### src/hdl/dnsqp_pkg.sv
// ----------------------------------------------------------------------------
// dnsqp_pkg
// Shared types and constants for the DNS query question parser.
// ----------------------------------------------------------------------------
package dnsqp_pkg;

  localparam int MAX_LABEL = 63;
  localparam int MAX_NAME  = 255;
  localparam int HDR_BYTES = 12;

  // header byte offsets
  localparam logic [15:0] POS_FLAGS   = 16'd2;
  localparam logic [15:0] POS_CNT_LO  = 16'd4;
  localparam logic [15:0] POS_QDCNT   = 16'd5;
  localparam logic [15:0] POS_HDR_END = 16'(HDR_BYTES - 1);
  localparam logic [15:0] POS_MAX     = 16'hFFFF;

  // type and class take four bytes after the zero label
  localparam logic [5:0] TC_BYTES = 6'd4;

  localparam logic [15:0] CLS_INET     = 16'd1;
  localparam logic [15:0] CLS_CHAOSNET = 16'd3;

  typedef enum logic [1:0] {
    ST_OK      = 2'd0,
    ST_FORMERR = 2'd1,
    ST_NOTIMPL = 2'd2
  } status_t;

  typedef enum logic [5:0] {
    PH_HEADER    = 6'b000001,
    PH_LENGTH    = 6'b000010,
    PH_CHARS     = 6'b000100,
    PH_TYPECLASS = 6'b001000,
    PH_DONE      = 6'b010000,
    PH_SKIP      = 6'b100000
  } phase_t;

  typedef enum logic {
    KIND_CHAR    = 1'b0,
    KIND_VERDICT = 1'b1
  } kind_t;

  typedef struct packed {
    kind_t       kind;
    logic [7:0]  name_char;
    logic        dot_follows;
    status_t     status;
    logic [15:0] query_type;
    logic [15:0] query_class;
    logic [7:0]  name_len;
    logic [7:0]  wire_name_len;
  } result_t;

endpackage

### src/hdl/dns_query_question_parser_top.sv
// ----------------------------------------------------------------------------
// dns_query_question_parser_top
// Byte-serial DNS query header and question section parser.
// ----------------------------------------------------------------------------
// Takes one message byte per cycle while in_stall is low: each byte is
// decided by the parse state and that input beat alone, in one pass from
// the state registers into the result register. Name characters come out
// lowercased as they arrive; the final byte yields one verdict beat and
// returns the parser to its header state for the next message. Results pass
// through an output register backed by a one-entry skid register, so input
// stall rises only when both hold a beat the downstream has not taken.
module dns_query_question_parser_top (
  input  logic        clk,
  input  logic        rst_n,
  input  logic        in_valid,
  output logic        in_stall,
  input  logic [7:0]  in_data_byte,
  input  logic [15:0] in_msg_len,
  input  logic        in_last,
  output logic        out_valid,
  input  logic        out_stall,
  output logic        out_kind,
  output logic [7:0]  out_name_char,
  output logic        out_dot_follows,
  output logic [1:0]  out_status,
  output logic [15:0] out_query_type,
  output logic [15:0] out_query_class,
  output logic [7:0]  out_name_len,
  output logic [7:0]  out_wire_name_len
);

  dnsqp_pkg::phase_t  phase_r, phase_nxt;
  dnsqp_pkg::status_t verdict_r, verdict_nxt;
  logic [15:0] pos_r, pos_nxt;
  logic [5:0]  lab_rem_r, lab_rem_nxt;
  logic [15:0] type_r, type_nxt;
  logic [15:0] class_r, class_nxt;
  logic [7:0]  dot_len_r, dot_len_nxt;
  logic [7:0]  enc_len_r, enc_len_nxt;

  dnsqp_pkg::result_t res, out_r, skid_r;
  logic res_valid;
  logic out_valid_r, skid_valid_r;
  logic acc, out_fire, emit;

  logic signed [17:0] avail_s;
  logic [8:0]  p9;
  logic [9:0]  sum10;
  logic [7:0]  ch;
  logic [15:0] class_fin;
  dnsqp_pkg::status_t st;

  assign acc      = in_valid && !skid_valid_r;
  assign out_fire = out_valid_r && !out_stall;
  assign in_stall = skid_valid_r;

  assign avail_s = $signed({2'b00, in_msg_len}) - 18'sd12;
  assign p9      = {1'b0, enc_len_r} + 9'd1;
  assign sum10   = {1'b0, p9} + {2'b00, in_data_byte};
  assign ch      = (in_data_byte > 8'h40 && in_data_byte < 8'h5B) ?
                   (in_data_byte | 8'h20) : in_data_byte;
  assign class_fin = {class_r[15:8], in_data_byte};

  always_comb begin
    phase_nxt   = phase_r;
    verdict_nxt = verdict_r;
    pos_nxt     = (pos_r != dnsqp_pkg::POS_MAX) ? pos_r + 16'd1 : pos_r;
    lab_rem_nxt = lab_rem_r;
    type_nxt    = type_r;
    class_nxt   = class_r;
    dot_len_nxt = dot_len_r;
    enc_len_nxt = enc_len_r;
    emit        = 1'b0;

    unique case (phase_r)
      dnsqp_pkg::PH_HEADER: begin
        if (pos_r == dnsqp_pkg::POS_FLAGS && verdict_r == dnsqp_pkg::ST_OK) begin
          if (in_data_byte[7] || in_data_byte[1]) begin
            verdict_nxt = dnsqp_pkg::ST_FORMERR;
          end else if (in_data_byte[6:3] != 4'd0) begin
            verdict_nxt = dnsqp_pkg::ST_NOTIMPL;
          end
        end
        if (pos_r >= dnsqp_pkg::POS_CNT_LO && pos_r <= dnsqp_pkg::POS_HDR_END &&
            verdict_r == dnsqp_pkg::ST_OK) begin
          if (in_data_byte != ((pos_r == dnsqp_pkg::POS_QDCNT) ? 8'd1 : 8'd0)) begin
            verdict_nxt = dnsqp_pkg::ST_FORMERR;
          end
        end
        if (pos_r == dnsqp_pkg::POS_HDR_END) begin
          phase_nxt = (verdict_nxt != dnsqp_pkg::ST_OK) ? dnsqp_pkg::PH_SKIP :
                                                          dnsqp_pkg::PH_LENGTH;
        end
      end
      dnsqp_pkg::PH_LENGTH: begin
        // compression pointer or oversize label
        if (in_data_byte[7:6] != 2'b00 || in_data_byte > 8'(dnsqp_pkg::MAX_LABEL)) begin
          verdict_nxt = dnsqp_pkg::ST_FORMERR;
          phase_nxt   = dnsqp_pkg::PH_SKIP;
        end else if (in_data_byte == 8'd0) begin
          enc_len_nxt = p9[7:0];
          if ($signed({9'b0, p9}) + 18'sd4 > avail_s) begin
            verdict_nxt = dnsqp_pkg::ST_FORMERR;
            phase_nxt   = dnsqp_pkg::PH_SKIP;
          end else begin
            lab_rem_nxt = dnsqp_pkg::TC_BYTES;
            phase_nxt   = dnsqp_pkg::PH_TYPECLASS;
          end
        end else if ($signed({8'b0, sum10}) >= avail_s) begin
          verdict_nxt = dnsqp_pkg::ST_FORMERR;
          phase_nxt   = dnsqp_pkg::PH_SKIP;
        end else if ({1'b0, sum10} + 11'd1 > 11'(dnsqp_pkg::MAX_NAME)) begin
          verdict_nxt = dnsqp_pkg::ST_FORMERR;
          phase_nxt   = dnsqp_pkg::PH_SKIP;
        end else begin
          enc_len_nxt = p9[7:0];
          lab_rem_nxt = in_data_byte[5:0];
          phase_nxt   = dnsqp_pkg::PH_CHARS;
        end
      end
      dnsqp_pkg::PH_CHARS: begin
        emit        = 1'b1;
        enc_len_nxt = enc_len_r + 8'd1;
        lab_rem_nxt = lab_rem_r - 6'd1;
        if (lab_rem_r == 6'd1) begin
          // label ends, count the dot too
          dot_len_nxt = dot_len_r + 8'd2;
          phase_nxt   = dnsqp_pkg::PH_LENGTH;
        end else begin
          dot_len_nxt = dot_len_r + 8'd1;
        end
      end
      dnsqp_pkg::PH_TYPECLASS: begin
        lab_rem_nxt = lab_rem_r - 6'd1;
        if (lab_rem_r == 6'd4) begin
          type_nxt = {in_data_byte, 8'h00};
        end else if (lab_rem_r == 6'd3) begin
          type_nxt = {type_r[15:8], in_data_byte};
        end else if (lab_rem_r == 6'd2) begin
          class_nxt = {in_data_byte, 8'h00};
        end else begin
          class_nxt = class_fin;
          if (class_fin != dnsqp_pkg::CLS_INET && class_fin != dnsqp_pkg::CLS_CHAOSNET) begin
            verdict_nxt = dnsqp_pkg::ST_NOTIMPL;
          end
          phase_nxt = dnsqp_pkg::PH_DONE;
        end
      end
      dnsqp_pkg::PH_DONE, dnsqp_pkg::PH_SKIP: begin
      end
      default: begin
      end
    endcase

    if (phase_nxt == dnsqp_pkg::PH_DONE || verdict_nxt != dnsqp_pkg::ST_OK) begin
      st = verdict_nxt;
    end else begin
      st = dnsqp_pkg::ST_FORMERR;
    end

    res = '0;
    if (in_last) begin
      res.kind   = dnsqp_pkg::KIND_VERDICT;
      res.status = st;
      if (st == dnsqp_pkg::ST_OK) begin
        res.query_type    = type_nxt;
        res.query_class   = class_nxt;
        res.name_len      = dot_len_nxt;
        res.wire_name_len = enc_len_nxt;
      end
    end else begin
      res.kind        = dnsqp_pkg::KIND_CHAR;
      res.status      = dnsqp_pkg::ST_OK;
      res.name_char   = ch;
      res.dot_follows = (phase_r == dnsqp_pkg::PH_CHARS) && (lab_rem_r == 6'd1);
    end
    res_valid = acc && (in_last || emit);
  end

  // parse state
  always_ff @(posedge clk) begin
    if (!rst_n || (acc && in_last)) begin
      phase_r   <= dnsqp_pkg::PH_HEADER;
      verdict_r <= dnsqp_pkg::ST_OK;
      pos_r     <= '0;
      lab_rem_r <= '0;
      type_r    <= '0;
      class_r   <= '0;
      dot_len_r <= '0;
      enc_len_r <= '0;
    end else if (acc) begin
      phase_r   <= phase_nxt;
      verdict_r <= verdict_nxt;
      pos_r     <= pos_nxt;
      lab_rem_r <= lab_rem_nxt;
      type_r    <= type_nxt;
      class_r   <= class_nxt;
      dot_len_r <= dot_len_nxt;
      enc_len_r <= enc_len_nxt;
    end
  end

  // output register with skid entry
  always_ff @(posedge clk) begin
    if (!rst_n) begin
      out_valid_r  <= 1'b0;
      skid_valid_r <= 1'b0;
    end else if (skid_valid_r) begin
      if (out_fire) begin
        skid_valid_r <= 1'b0;
      end
    end else if (res_valid) begin
      if (!out_valid_r || out_fire) begin
        out_valid_r <= 1'b1;
      end else begin
        skid_valid_r <= 1'b1;
      end
    end else if (out_fire) begin
      out_valid_r <= 1'b0;
    end
  end

  always_ff @(posedge clk) begin
    if (skid_valid_r) begin
      if (out_fire) begin
        out_r <= skid_r;
      end
    end else if (res_valid) begin
      if (!out_valid_r || out_fire) begin
        out_r <= res;
      end else begin
        skid_r <= res;
      end
    end
  end

  assign out_valid         = out_valid_r;
  assign out_kind          = out_r.kind;
  assign out_name_char     = out_r.name_char;
  assign out_dot_follows   = out_r.dot_follows;
  assign out_status        = out_r.status;
  assign out_query_type    = out_r.query_type;
  assign out_query_class   = out_r.query_class;
  assign out_name_len      = out_r.name_len;
  assign out_wire_name_len = out_r.wire_name_len;

  a_skid_behind_out : assert property (@(posedge clk) disable iff (!rst_n)
    skid_valid_r |-> out_valid_r)
    else $error("skid entry held without output beat");

  a_chars_nonzero : assert property (@(posedge clk) disable iff (!rst_n)
    (phase_r == dnsqp_pkg::PH_CHARS) |-> (lab_rem_r != 6'd0))
    else $error("character phase with no label bytes left");

  a_skip_has_fault : assert property (@(posedge clk) disable iff (!rst_n)
    (phase_r == dnsqp_pkg::PH_SKIP) |-> (verdict_r != dnsqp_pkg::ST_OK))
    else $error("skip phase without a latched fault");

  a_last_restarts : assert property (@(posedge clk) disable iff (!rst_n)
    (acc && in_last) |=> (phase_r == dnsqp_pkg::PH_HEADER && pos_r == 16'd0))
    else $error("parser did not restart after final beat");

endmodule

### config.mk
export PLATFORM = sky130hd
export DESIGN_NAME = dns_query_question_parser_top
export DESIGN_NICKNAME = d
export VERILOG_FILES = /design/src/hdl/dnsqp_pkg.sv /design/src/hdl/dns_query_question_parser_top.sv
export SDC_FILE = /design/constraint.sdc
export NUM_CORES = 1
export LEC_CHECK = 0
export ABC_CLOCK_PERIOD_IN_PS = 6500
export BUFFER_PORTS_ARGS = -buffer_cell sky130_fd_sc_hd__buf_2
export CORE_ASPECT_RATIO = 1.2
export CORE_MARGIN = 2
export CORE_UTILIZATION = 41
export CTS_CLUSTER_SIZE = 10
export DETAILED_ROUTE_END_ITERATION = 10
export PLACE_DENSITY = 0.64
export SKIP_CTS_REPAIR_TIMING = 1
export SLEW_MARGIN = 10
export SYNTH_ARGS = -nofsm -noshare
export SYNTH_HDL_FRONTEND = slang
export SYNTH_SLANG_ARGS = --single-unit
### constraint.sdc
create_clock -name clk -period 6.5 [get_ports clk]
set_input_delay 0.65 -clock clk [delete_from_list [all_inputs] [get_ports clk]]
set_output_delay 0.65 -clock clk [all_outputs]
set_load 0.05 [all_outputs]
==> results of run 1 <==
-- area by class of cell --
type	instances	area [um^2]
Multi-Input combinational cell	855	5220
Inverter	28	105
Clock buffer	21	450
Timing Repair Buffer	99	531
Tap cell	335	419
Fill cell	2530	14100
Sequential cell	200	5210
Clock inverter	11	115
-- critical path, cell delays in order, from the launching register on --
cell and delay, ps:
dfxtp_1 420, ha_1 230, xor2_1 350, ha_1 350
nor2b_1 170, o311a_1 340, o21a_1 210, nor3_1 180
nor2_1 70, ha_1 340, a211o_1 320, nor2_1 80
o21ai_0 80, nor3b_1 150, o22ai_1 180, o211ai_1 140
a211oi_2 360, a31oi_1 400, o21ai_0 470, o22ai_1 150
-- layout by cell type (no fill, tap or decap), types with 5 or more instances in the layout --
cell type	n
nand2_1	156
nor2_1	155
edfxtp_1	120
buf_2	90
dfxtp_1	79
a21oi_1	72
o31ai_1	51
ha_1	44
nand3_1	36
o21ai_0	35
xor2_1	33
inv_1	28
nor3_1	27
xnor2_1	23
mux2i_1	22
clkbuf_16	17
and3_1	16
nand4_1	14
nor4_1	11
or3_1	10
a22oi_1	10
o21a_1	9
and2_1	9
nand2b_1	9
nor2b_1	8
a31oi_1	8
buf_4	8
o211ai_1	7
o22ai_1	7
or2_2	6
mux2_2	6
inv_6	5
-- worst max path at each step --
stage,endpoint,depth (start not counted)
2_1_floorplan,out_dot_follows,4
3_3_place_gp,lab_rem_r[4],19
3_5_place_dp,lab_rem_r[2],19
4_1_cts,lab_rem_r[2],19
5_1_grt,lab_rem_r[3],19
6_report,lab_rem_r[2],19
-- state kept, by name (all words and copies together), names as in the netlist, 16 cells and up --
register and count:
class_r 16, out_query_class 16, out_query_type 16, pos_r 16
skid_r 60, type_r 16
-- power by group through the flow --
| stage | sequential (mW) | clock (mW) | combinational (mW) |
|---|---|---|---|
| after floorplan | 1.45 | 0 | 0.125 |
| after global placement | 1.40 | 0 | 0.251 |
| after detailed placement | 1.40 | 0 | 0.253 |
| after CTS | 1.37 | 1.05 | 0.254 |
| after global routing | 1.37 | 1.10 | 0.275 |
| final | 1.37 | 1.03 | 0.254 |
-- per-stage QoR --
step	power [mW]	hold WS [ps]
2_1_floorplan	1.58	436
3_3_place_gp	1.65	441
3_5_place_dp	1.65	448
4_1_cts	2.67	456
5_1_grt	2.74	474
6_report	2.65	454
-- metal layers --
metal / vias up / routed length (um) / track usage [%]
li1: 4233 / - / -
met1: 4037 / 11200 / 23.4
met2: 195 / 12200 / 31.3
met3: 35 / 1080 / 2.67
met4: 0 / 566 / 6.24
met5: - / 0 / 0
-- cells by family after synthesis --
kind of cell	synth area share [%]
xor gates and xnor gates	4.69
and+or+nand+nor	20.9
other	0.0347
muxes	2.67
buffers and inverters	3.55
AOI/OAI and AO/OA	14.7
adders and majority gates	5.29
DFF	48.2
==> results.toml, run 1 <==
[status]
outcome = "complete, no violations"

[die]
die-height_um = 182
die_area_um2 = 27600
core_area_um2 = 26100
row_count = 65
ios = 91
die_w_um = 152
start_util_pct = 41.3

[clock_tree]
cts_tree = "built"
cts-buffers-inserted = 17
clk_path_buf_depth = 2
clock-root-buffer = "clkbuf_16"
htree_levels = 4
cts_sinks = 200
cts.reportedPaths.clkPinSlew_ps = 70
insertion_delay_ps = 430

[timing]
tightestPinTransition_ps = 992
maxSlewViolCount = 0
fin_crit_sh_pct = 78.7
rsz0062_at_grt = "false"
fin_setup_tns_ps = 0
slew_headroom_pct = 33.6
fin_crit_ps = 5110
fmax_mhz = 196
clock_skew_ps = 9.26
fin_ws_ps = 1390
finalSetupViolations = 0
hold_violations = 0

[logic_synthesis]
ys_seq_area_share_pct = 48.2
netlist_area_um2 = 10800
synth_cell_types = 79
ys_ff_latch = 200
synth.largest_area_cell = "edfxtp_1"
yosysMostFrequentCell = "nand2_1"
synth_cells = 1153
synth_top_area_share_pct = 33.4
synth-main-ff-cell = "edfxtp_1"
ys_async_sr_fraction_pct = 0
ys_top_cells_by_count = "nand2_1, nor2_1, edfxtp_1, dfxtp_1, a21oi_1"
yosys_warnings = 0
synth_area_leaders = "edfxtp_1, dfxtp_1, nand2_1"
synth_nets = 1227
synth_edf_count = 120
syn_area_per_cell_um2 = 9.36

[power_and_ir_drop]
comb_power_share_pct = 9.6
ir_drop_mv = 0.138
power_leakage_nw = 4.35
seqPwrFrac_pct = 51.6
internal-power_mw = 1.98
p_switching_mw = 0.675
p_clk_share_pct = 38.8
power.share.switching_pct = 25.5
power.density_nw_per_um2 = 220

[placed_design]
portBuffers = 90
postPlaceCellArea_um2 = 11500
place_hpwl_mm = 17.8
dp.cells = 1517
dp_slack_ps = 1370
gp_congestion = 0.908

[critical_path]
critical_path_class = "reg -> reg"
worstReg2RegEnd = "lab_rem_r[2]"
arrival_ps = 5410
startpoint_type = "flip-flop"
reg2reg_from = "enc_len_r[0]"
worstSetupStartpoint = "enc_len_r[0]"
rr_worst_depth = 19
rrSetupSlack_ps = 1390
worst-path-max-fanout = 13
cp-end-kind = "flip-flop"
crit_required_ps = 6800

[global_routing]
overflow = 0
grt_max_degree = 81
grt_pass1_vias = 8018
grt_pass1_wl_mm = 40.9
track_usage_pct = 18.2
antenna_found_initial = 0

[job]
max-cap-violations = 0

[detailed_routing]
dr.first_iter.drc_count = 641
drt-total-wl_mm = 25.1
wl_per_cell_um = 16.2
via_per_inst = 5.49
drc = 0
drtAntennaViolNets = 0
num_vias = 8500
dr.pass1.iters = 5

[layout]
final_util_pct = 46.2
syn_to_final_growth_pct = 11.7
fin_cells = 1549
design_area_um2 = 12100
drive_gt1_share_pct = 13.3
nNetsFinal = 1275
antenna_cells = 0

[min_path]
worstHoldStart = "type_r[13]"
min_path_type = "reg -> reg"
min_path_cells = 2
whs_endpoint = "type_r[13]"
No activity file was read; power rests on OpenSTA's default activity.
==> run 2, diff against run 1 <==
--- a/config.mk
+++ b/config.mk
@@ -5,14 +5,14 @@
 export SDC_FILE = /design/constraint.sdc
 export NUM_CORES = 1
 export LEC_CHECK = 0
-export ABC_CLOCK_PERIOD_IN_PS = 6500
+export ABC_CLOCK_PERIOD_IN_PS = 4300
 export BUFFER_PORTS_ARGS = -buffer_cell sky130_fd_sc_hd__buf_2
 export CORE_ASPECT_RATIO = 1.2
 export CORE_MARGIN = 2
 export CORE_UTILIZATION = 41
 export CTS_CLUSTER_SIZE = 10
 export DETAILED_ROUTE_END_ITERATION = 10
-export PLACE_DENSITY = 0.64
+export PLACE_DENSITY = 0.67
 export SKIP_CTS_REPAIR_TIMING = 1
 export SLEW_MARGIN = 10
 export SYNTH_ARGS = -nofsm -noshare
==> constraint.sdc (replaced) <==
create_clock -name clk -period 4.3 [get_ports clk]
set_input_delay 0.43 -clock clk [delete_from_list [all_inputs] [get_ports clk]]
set_output_delay 0.43 -clock clk [all_outputs]
set_load 0.05 [all_outputs]
==> results.toml, run 2 (same netlist as run 1, synthesis figures left out) <==
[die]
die_w_um = 152
core_area_um2 = 26100
ios = 91
die_area_um2 = 27600
start_util_pct = 41.3
die-height_um = 182
row_count = 65

[global_routing]
grt_pass1_wl_mm = 41.3
track_usage_pct = 18.4
antenna_found_initial = 1
grt_pass1_vias = 8271
grt_max_degree = 118
overflow = 0

[power_and_ir_drop]
power.density_nw_per_um2 = 330
power_leakage_nw = 4.70
ir_drop_mv = 0.219

[timing]
fmax_mhz = 232
slew_headroom_pct = 26.7
rsz0062_at_grt = "true"
clock_skew_ps = 8.32
maxSlewViolCount = 0
fin_crit_sh_pct = 100
fin_ws_ps = -5.14
hold_violations = 0
tightestPinTransition_ps = 1100
whs_ps = 265
finalSetupViolations = 1
fin_crit_ps = 4310

[detailed_routing]
drtAntennaViolNets = 0
drt-total-wl_mm = 25.7
drc = 0
dr.first_iter.drc_count = 552
num_vias = 8820
dr.pass1.iters = 5
wl_per_cell_um = 16.0
via_per_inst = 5.49

[layout]
syn_to_final_growth_pct = 17.9
fin_cells = 1608
nNetsFinal = 1332
largest_reg_flops = 60
fill_cells = 2429
final_common_cell = "nand2_1"
layout_common_cells = "nand2_1, nor2_1, edfxtp_1"
regMostFlops = "skid_r"
drive_gt1_share_pct = 19.1

[placed_design]
place_hpwl_mm = 17.9
dp.cells = 1565
dp_slack_ps = -279
gp_congestion = 0.872
portBuffers = 90

[job]
max-cap-violations = 0

[clock_tree]
insertion_delay_ps = 450
cts.reportedPaths.clkPinSlew_ps = 70
cts_sinks = 200
clock-root-buffer = "clkbuf_16"
cts-buffers-inserted = 17
cts_tree = "built"
htree_levels = 4
clk_path_buf_depth = 2

[min_path]
min_path_type = "in -> reg"

[critical_path]
critical_path_class = "reg -> reg"
startpoint_type = "flip-flop"
cp-end-kind = "flip-flop"
crit_required_ps = 4650
arrival_ps = 4650
worst-path-max-fanout = 6
rrSetupSlack_ps = -5

[status]
outcome = "finished, violations left"
violations = "negative setup slack"
-- run 2: stage by stage --
stage	utilization, %	instance area (um^2)	power (mW)	setup TNS (ps)
final	48.7	12700	4.19	-5.14
after global routing	48.7	12700	4.33	-3230
after CTS	47.9	12500	4.21	-3530
after detailed placement	45.5	11900	2.52	-2960
after global placement	45.5	11900	2.51	-698
after floorplan	-	10800	2.38	0
-- run 2: where the power goes --
| group | internal, mW | switching (mW) | leakage, nW |
|---|---|---|---|
| Sequential | 2.05 | 0.0140 | 1.82 |
| Clock | 0.983 | 0.725 | 0.304 |
| Combinational | 0.130 | 0.290 | 2.57 |
| Total | 3.17 | 1.03 | 4.70 |
-- run 2: area by class of cell --
class / instances / area [um^2] / area share (%)
well taps: 335 / 419 / 3.29
diodes: 2 / 5.00 / 0.0393
clock inverters: 13 / 193 / 1.51
flip-flops and latches: 200 / 5210 / 41.0
multi-input cells: 857 / 5380 / 42.3
clock buffers: 19 / 433 / 3.40
repair buffers: 154 / 976 / 7.67
inverters: 28 / 105 / 0.826
-- run 2: final timing paths --
kind | from | to | cells past startpoint
worst min register to register | type_r[10] | type_r[10] | 2
worst max-delay path | enc_len_r[1] | enc_len_r[2] | 20
worst min-delay path | rst_n | out_valid | 2
worst max register to register | enc_len_r[1] | enc_len_r[2] | 20
-- run 2: routing by layer --
layer | GRT usage (%) | part of all wire [%]
met5 | 0 | 0
met2 | 32.2 | 50
met4 | 8.56 | 3.0
met3 | 2.86 | 4.1
met1 | 22.2 | 43
-- run 2: worst max-delay path, stage by stage (launching register included) --
cell and delay (ps):
dfxtp_2 350, ha_4 180, xor2_2 180, ha_1 300, nor2b_4 130, o311a_1 340
o21a_1 220, o21a_1 170, nor2_1 120, ha_1 260, a211o_1 280, nor2_1 90
o21ai_1 80, nor3b_2 170, o22ai_2 110, a21oi_1 120, nor4_4 280, buf_4 200
o21ai_2 110, or3_1 340, a21oi_1 170
==> run 3, diff against run 2 <==
--- a/config.mk
+++ b/config.mk
@@ -13,7 +13,6 @@
 export CTS_CLUSTER_SIZE = 10
 export DETAILED_ROUTE_END_ITERATION = 10
 export PLACE_DENSITY = 0.67
-export SKIP_CTS_REPAIR_TIMING = 1
 export SLEW_MARGIN = 10
 export SYNTH_ARGS = -nofsm -noshare
 export SYNTH_HDL_FRONTEND = slang
==> constraint.sdc (replaced) <==
create_clock -name clk -period 4.3 [get_ports clk]
set_input_delay 0.86 -clock clk [delete_from_list [all_inputs] [get_ports clk]]
set_output_delay 0.86 -clock clk [all_outputs]
set_load 0.05 [all_outputs]
==> results.toml, run 3 (same netlist as run 1, synthesis figures left out) <==
[die]
die_area_um2 = 27600
ios = 91
die_w_um = 152
core_area_um2 = 26100
start_util_pct = 41.3
row_count = 65
die-height_um = 182

[layout]
syn_to_final_growth_pct = 20.8
regMostFlops = "skid_r"
nNetsFinal = 1351
drive_gt1_share_pct = 21.6
layout_common_cells = "nand2_1, nor2_1, edfxtp_1"
fill_cells = 2397
largest_reg_flops = 60
antenna_cells = 0
final_common_cell = "nand2_1"

[clock_tree]
clock-root-buffer = "clkbuf_16"
clk_path_buf_depth = 2
holdBufCountCts = 0
cts-buffers-inserted = 17
cts.reportedPaths.clkPinSlew_ps = 80
insertion_delay_ps = 440
cts_tree = "built"
cts_sinks = 200
htree_levels = 4

[critical_path]
cp-end-kind = "flip-flop"
arrival_ps = 4710
startpoint_type = "flip-flop"
crit_required_ps = 4620
worst-path-max-fanout = 5
critical_path_class = "reg -> reg"

[global_routing]
antenna_found_initial = 1
grt_pass1_wl_mm = 42.4
track_usage_pct = 18.7
grt_max_degree = 92
overflow = 0
grt_pass1_vias = 8656

[timing]
fin_ws_ps = -87.4
rsz0062_at_grt = "true"
fin_crit_ps = 4390
tightestPinTransition_ps = 858
fin_setup_tns_ps = -170
fin_crit_sh_pct = 102
clock_skew_ps = 17.5
finalSetupViolations = 5
slew_headroom_pct = 42.4
fmax_mhz = 228
hold_violations = 0
maxSlewViolCount = 0

[placed_design]
place_hpwl_mm = 18.3
gp_congestion = 0.864
portBuffers = 90

[detailed_routing]
dr.pass1.iters = 5
drt-total-wl_mm = 26.0
wl_per_cell_um = 16.0
drc = 0
via_per_inst = 5.43
drtAntennaViolNets = 0
dr.first_iter.drc_count = 577
num_vias = 8824

[job]
max-cap-violations = 0

[power_and_ir_drop]
power.density_nw_per_um2 = 319
ir_drop_mv = 0.226
p_total_mw = 4.16
power_leakage_nw = 4.84

[status]
violations = "negative setup slack"
outcome = "finished, violations left"

[min_path]
min_path_type = "reg -> reg"
==> run 3: what timing repair did <==
action,in CTS,in global routing
pin swaps,3,31
setup endpoints to repair,21,29
cloned,0,1
gates resized for setup,10,44
setup buffers,1,9
==> run 3: path summary, 6_finish.rpt <==
kind / startpoint / end / slack, ps / cells past startpoint
worst max register to register: enc_len_r[0] / enc_len_r[5] / -90 / 22
worst max-delay path: enc_len_r[0] / enc_len_r[5] / -90 / 22
worst min-delay path: class_r[4] / class_r[4] / 450 / 2
worst min register to register: class_r[4] / class_r[4] / 450 / 2
==> run 3: worst max-delay path, stage by stage (launching register included) <==
cell,delay (ps)
dfxtp_4,360
ha_4,170
xor2_2,150
ha_1,310
nor2b_4,130
o311a_1,320
o21a_1,220
o21a_1,170
nor2_1,100
ha_1,250
a211o_1,320
nor2_1,90
o21ai_1,60
nor3b_2,160
o22ai_2,130
buf_4,130
a21oi_2,60
nor4_4,300
buf_4,200
nor2_4,70
buf_6,140
o311ai_4,290
o41ai_2,120
==> run 3: layout make-up <==
| cell class | count | area [um^2] | area share, % |
|---|---|---|---|
| Sequential cell | 200 | 5210 | 40.0 |
| Inverter | 28 | 110 | 0.844 |
| Clock inverter | 13 | 166 | 1.28 |
| Timing Repair Buffer | 174 | 1150 | 8.86 |
| Multi-Input combinational cell | 856 | 5530 | 42.4 |
| Tap cell | 335 | 419 | 3.21 |
| Clock buffer | 19 | 443 | 3.40 |
==> run 3: stage by stage <==
stage / setup WS (ps) / std cells / area, um^2 / hold slack (ps) / utilization, %
after floorplan: -85.8 / 1153 / 10900 / 436 / -
after global placement: -365 / 1582 / 12100 / 442 / 46.2
after detailed placement: -496 / 1582 / 12100 / 447 / 46.2
after CTS: -0.691 / 1615 / 12700 / 456 / 48.7
after global routing: -247 / 1625 / 13000 / 474 / 50.0
final: -87.4 / 1625 / 13000 / 455 / 50.0
==> run 3: power breakdown <==
part           internal, mW  total, mW  switching, mW
Sequential             2.05       2.07         0.0151
Combinational         0.141      0.438          0.297
Clock                 0.939       1.66          0.721
==> run 3: per-layer routing <==
| layer | share of wire [%] | wire length (um) | track usage (%) |
|---|---|---|---|
| met3 | 4.6 | 1200 | 3.13 |
| met4 | 2.7 | 693 | 6.95 |
| met1 | 42 | 10800 | 22.5 |
| met5 | 0.042 | 11 | 0 |
| met2 | 51 | 13300 | 33.7 |
